File: config.mk
export PLATFORM = sky130hd
export DESIGN_NAME = dmx_ctrl
export DESIGN_NICKNAME = d
export VERILOG_FILES = /design/src/hdl/dmx_pkg.sv /design/src/hdl/dmx_ctrl.sv
export VERILOG_INCLUDE_DIRS = /design/src /design/src/hdl
export SDC_FILE = /design/constraint.sdc
export NUM_CORES = 1
export LEC_CHECK = 0
export BUFFER_PORTS_ARGS = -buffer_cell sky130_fd_sc_hd__buf_2
export CAP_MARGIN = 20
export CORE_AREA = 10 10 47 49
export CTS_CLUSTER_DIAMETER = 150
export DETAILED_ROUTE_END_ITERATION = 10
export DIE_AREA = 0 0 57 59
export PLACE_DENSITY_LB_ADDON = 0.3
export SYNTH_ARGS = -nofsm -noshare
export SYNTH_HDL_FRONTEND = slang
export SYNTH_SLANG_ARGS = --single-unit
File: constraint.sdc
create_clock -name clk -period 1 [get_ports clk]
set_clock_uncertainty 0.05 [all_clocks]
set_input_delay 0.2 -clock clk [delete_from_list [all_inputs] [get_ports clk]]
set_output_delay 0.2 -clock clk [all_outputs]
set_load 0.01 [all_outputs]
File: src/hdl/dmx_channel_merge_engine_defines.svh
// assertion macros used by the merge engine controller
`ifndef DMX_CHANNEL_MERGE_ENGINE_DEFINES_SVH
`define DMX_CHANNEL_MERGE_ENGINE_DEFINES_SVH
`ifndef SYNTHESIS
`define DMX_ASSERT_NOW(lbl, clk, rst_n, ant, cons) \
  lbl: assert property (@(posedge clk) disable iff (!rst_n) (ant) |-> (cons)) \
    else $error("merge engine check failed");
`define DMX_ASSERT_NEXT(lbl, clk, rst_n, ant, cons) \
  lbl: assert property (@(posedge clk) disable iff (!rst_n) (ant) |=> (cons)) \
    else $error("merge engine check failed");
`else
`define DMX_ASSERT_NOW(lbl, clk, rst_n, ant, cons)
`define DMX_ASSERT_NEXT(lbl, clk, rst_n, ant, cons)
`endif
`endif

File: src/hdl/dmx_pkg.sv
// shared types, codes and helpers of the dmx channel merge engine
`default_nettype none
package dmx_pkg;
  localparam int CHANNELS_DEF = 512;

  localparam logic [3:0] OP_WRITE = 4'd0;
  localparam logic [3:0] OP_REL   = 4'd1;
  localparam logic [3:0] OP_MASK  = 4'd2;
  localparam logic [3:0] OP_ADD   = 4'd3;
  localparam logic [3:0] OP_SUB   = 4'd4;
  localparam logic [3:0] OP_CAP   = 4'd5;
  localparam logic [3:0] OP_PASS  = 4'd6;
  localparam logic [3:0] OP_CLEAR = 4'd7;

  localparam logic [7:0] CFG_LEVEL = 8'd0;
  localparam logic [7:0] CFG_SCOPE = 8'd1;
  localparam logic [7:0] CFG_STYLE = 8'd2;
  localparam logic [7:0] CFG_PASS  = 8'd3;

  localparam logic [15:0] REL_CENTER = 16'd127;

  typedef struct packed {
    logic [7:0]  pt;
    logic [1:0]  flags;   // bit0 htp, bit1 intensity
    logic [15:0] off;
    logic [7:0]  base;
  } entry_t;

  localparam int ENTRY_W = $bits(entry_t);

  typedef struct packed {
    logic clr_step;
    logic take;
    logic prod;
    logic upd;
    logic scl;
    logic fin;
  } cmd_t;

  typedef struct packed {
    logic clr_last;
    logic out_free;
  } sts_t;

  // exact floor(x / 255) for x below 65280
  function automatic logic [7:0] div255(input logic [15:0] x);
    logic [16:0] t;
    t = {1'b0, x} + 17'd1 + {9'd0, x[15:8]};
    return t[15:8];
  endfunction
endpackage
`default_nettype wire

File: src/hdl/dmx_ctrl.sv
// controller: clearing pass and per-item sequence
`default_nettype none
`include "dmx_channel_merge_engine_defines.svh"
module dmx_ctrl import dmx_pkg::*; (
  input  wire logic clk,
  input  wire logic rst_n,
  input  wire logic in_tvalid,
  output logic      in_tready,
  input  wire sts_t sts,
  output cmd_t      cmd
);
  localparam logic [2:0] S_CLR  = 3'd0;
  localparam logic [2:0] S_IDLE = 3'd1;
  localparam logic [2:0] S_PRD  = 3'd2;
  localparam logic [2:0] S_UPD  = 3'd3;
  localparam logic [2:0] S_SCL  = 3'd4;
  localparam logic [2:0] S_FIN  = 3'd5;

  logic [2:0] state_r, state_nxt;

  always_comb begin
    state_nxt = state_r;
    cmd = '0;
    case (state_r)
      S_CLR: begin
        cmd.clr_step = 1'b1;
        if (sts.clr_last) state_nxt = S_IDLE;
      end
      S_IDLE: begin
        if (in_tvalid) begin
          cmd.take = 1'b1;
          state_nxt = S_PRD;
        end
      end
      S_PRD: begin
        cmd.prod = 1'b1;
        state_nxt = S_UPD;
      end
      S_UPD: begin
        cmd.upd = 1'b1;
        state_nxt = S_SCL;
      end
      S_SCL: begin
        cmd.scl = 1'b1;
        state_nxt = S_FIN;
      end
      S_FIN: begin
        if (sts.out_free) begin
          cmd.fin = 1'b1;
          state_nxt = S_IDLE;
        end
      end
      default: state_nxt = S_CLR;
    endcase
  end

  assign in_tready = (state_r == S_IDLE);

  always_ff @(posedge clk) begin
    if (!rst_n) begin
      state_r <= S_CLR;
    end else begin
      state_r <= state_nxt;
    end
  end

  `DMX_ASSERT_NOW(a_one_cmd, clk, rst_n, 1'b1, $onehot0(cmd))
  `DMX_ASSERT_NOW(a_fin_free, clk, rst_n, cmd.fin, sts.out_free)
  `DMX_ASSERT_NEXT(a_take_seq, clk, rst_n, cmd.take, cmd.prod)
  `DMX_ASSERT_NEXT(a_upd_seq, clk, rst_n, cmd.upd, cmd.scl)
endmodule
`default_nettype wire

==> reports/metrics.cfg <==
[setup_path]
critical-path-max-stage-delay_ns=0.35
slowest_stage=dfxtp_4
crit_arrival_ns=1.04
reg2reg_depth=5
worstPathCellList=buf_4, nor3_1, buf_2
cp_top_family=flip-flops
crit_buf_inv=2
required_ns=0.75
end_kind=primary output
r2r-end=state_r[0]$_SDFFE_PN0P_
r2r_slack_ns=-0.09
rr_startpoint=state_r[0]$_SDFFE_PN0P_
path_max_fanout=5
worstSetupPathType=flip-flop to primary output
start_kind=flip-flop

[timing]
setup_slack_ns=-0.292
rsz0062_at_grt=yes
tightest_slew_ns=0.141
slew_viol_final=0
finalSetupViolCount=10
period_share_pct=129
layout_min_cycle_time_ns=1.29
hold_violations=0
slew_headroom_pct=90.3
fmax_ghz=0.774

[worst_hold_path]
whs_path_depth=2
min_from=rst_n
hold_class=input port to flip-flop
whs_endpoint=state_r[2]$_SDFFE_PN0P_

[synthesis]
synth.distinct_cells=17
syn_area_per_cell_sq_um=8.43
synth_top_cell_by_area=dfxtp_1
synthesis.nets=28
synth_area_sq_um=194
ys_seq_elements=3
syn_inst=23
synth_top_area_share_pct=31.0
synth_sequential_area_ratio_pct=31.0
synthTopCellsByArea=dfxtp_1, and2_1, nor2b_1
synth_warnings=0

[clocking]
cts_root_buffer=clkbuf_4
cts_tree=built
numCtsBuffers=3
clock_latency_ns=0.24
max-clock-path-buffers=2
clk_pin_slew_ns=0.04
clock-sinks=3
h-tree-depth=1

[layout]
top_register=state_r
fin_area_sq_um=372
reg.largest.list=state_r x3
antenna_cells=0
final_cell_mix=buf_2, buf_4, clkbuf_4, dfxtp_4
final_common_cell=buf_2
final_nets=50
final_layout_size_suffix_gt1_share_pct=63.6
area_growth_pct=91.6
largest_reg_flops=3
fin_cells=60

[detailed_routing]
wire_per_inst_um=10.3
vias=237
drc_errors=0
wl_um=615
detail-route-antenna-nets=0
drt_pass1_iterations=2
avgViaCountPerCell=3.95
drt_iter0_drc=4

[global_route]
use_met2_pct=4.65
grt_util_met1_pct=3.79
grt_pass1_vias=231
grt_max_degree=9
overflow=0
antenna_found_initial=0
grtUsageTotal_pct=3.67
grtUsageMet3_pct=1.72
grt_pass1_wl_um=924
grt_most_used_layer=met4

[status]
run_status=finished with violations
violations=setup timing

[flow_run]
cap_violations=0

[die]
io_pins=12
die-area_sq_mm=0.00336
die_y_um=59
die_w_um=57
initial_core_util_pct=13.8
fp-row-count=14
coreArea_sq_mm=0.00140

[placement]
gp_congestion=0.692
place_inst=54
portBuffers=11
post-place-ws_ns=-0.101
dp_hpwl_um=475
placed_cell_area_sq_um=305

[power]
leakagePower_nw=0.179
p_per_area_mw_per_mm2=1330
p_total_w=0.000494
irDropWorstVdd_mv=0.621

area by class of cell:
type / count / area [sq um]
timing repair buffer: 18 / 118
multi-input combinational: 19 / 136
sequential: 3 / 71.3
tap: 16 / 20.0
fill: 173 / 1030
clock buffer: 4 / 26.3
power by group:
group          switching [W]  internal [W]  total [W]  leakage, nW
registers          0.0000150      0.000128   0.000143       0.0267
clock network      0.0000652      0.000150   0.000215       0.0150
logic              0.0000512     0.0000848   0.000136        0.138
layer usage:
metal | part of all wire [%] | routed length [um] | vias to the layer above
met5 | 0 | 0 | -
met4 | 2.8 | 17 | 0
met3 | 6.8 | 42 | 2
met2 | 46 | 283 | 9
met1 | 44 | 271 | 106
li1 | - | - | 120
cell families (layout without fill, tap and decap cells):
logic type | after synthesis | count (layout) | synth area share [%]
AOI/OAI and AO/OA | 5 | 5 | 16.8
buffers and inverters | 1 | 22 | 5.81
DFF | 3 | 3 | 31.0
muxes | 1 | 1 | 5.16
and+or+nand+nor | 13 | 13 | 41.3
metrics by stage:
step,hold WS [ns],setup TNS [ns],util (%)
after detailed placement,0.390,-0.475,21.8
after CTS,0.146,-1.72,24.6
after global placement,0.397,-0.445,21.8
after global routing,0.157,-2.40,26.5
final,0.148,-1.83,26.5
after floorplan,0.268,-0.0885,-
synthesized netlist by cell type, drive strengths merged:
library cell  n
nor3b         2
and2          2
nor2b         2
o21bai        1
dfxtp         3
and3b         1
mux2i         1
nand2         1
a21boi        1
o21a          1
nor3          1
nor2          3
a21oi         1
nand2b        1
o21ai         1
buf           1
worst reg2reg max path: stages, from the launching register on:
cell and delay, ns:
dfxtp_4 0.35, buf_4 0.14, buf_6 0.11, nor2b_2 0.14, o21bai_1 0.13, a21boi_1 0.07
how the worst max path moves through the flow:
stage / slack [ns] / from / end / cells after the start
global placement: -0.1 / state_r[2]$_SDFFE_PN0P_ / cmd[3] / 3
global route: -0.37 / state_r[2]$_SDFFE_PN0P_ / cmd[4] / 3
floorplan: -0.08 / state_r[0]$_SDFFE_PN0P_ / cmd[4] / 3
detailed placement: -0.10 / state_r[2]$_SDFFE_PN0P_ / cmd[4] / 3
finish: -0.29 / state_r[0]$_SDFFE_PN0P_ / cmd[5] / 3
CTS: -0.30 / state_r[0]$_SDFFE_PN0P_ / cmd[4] / 3
repair_timing:
| item | CTS | global route |
|---|---|---|
| setup endpoints to repair | 9 | 8 |
| hold buffers | 0 | 0 |
| pin swaps | 1 | 3 |
| setup buffers | 0 | 2 |
| gates resized for setup | 5 | 5 |
(Power assumes the default switching activity.)
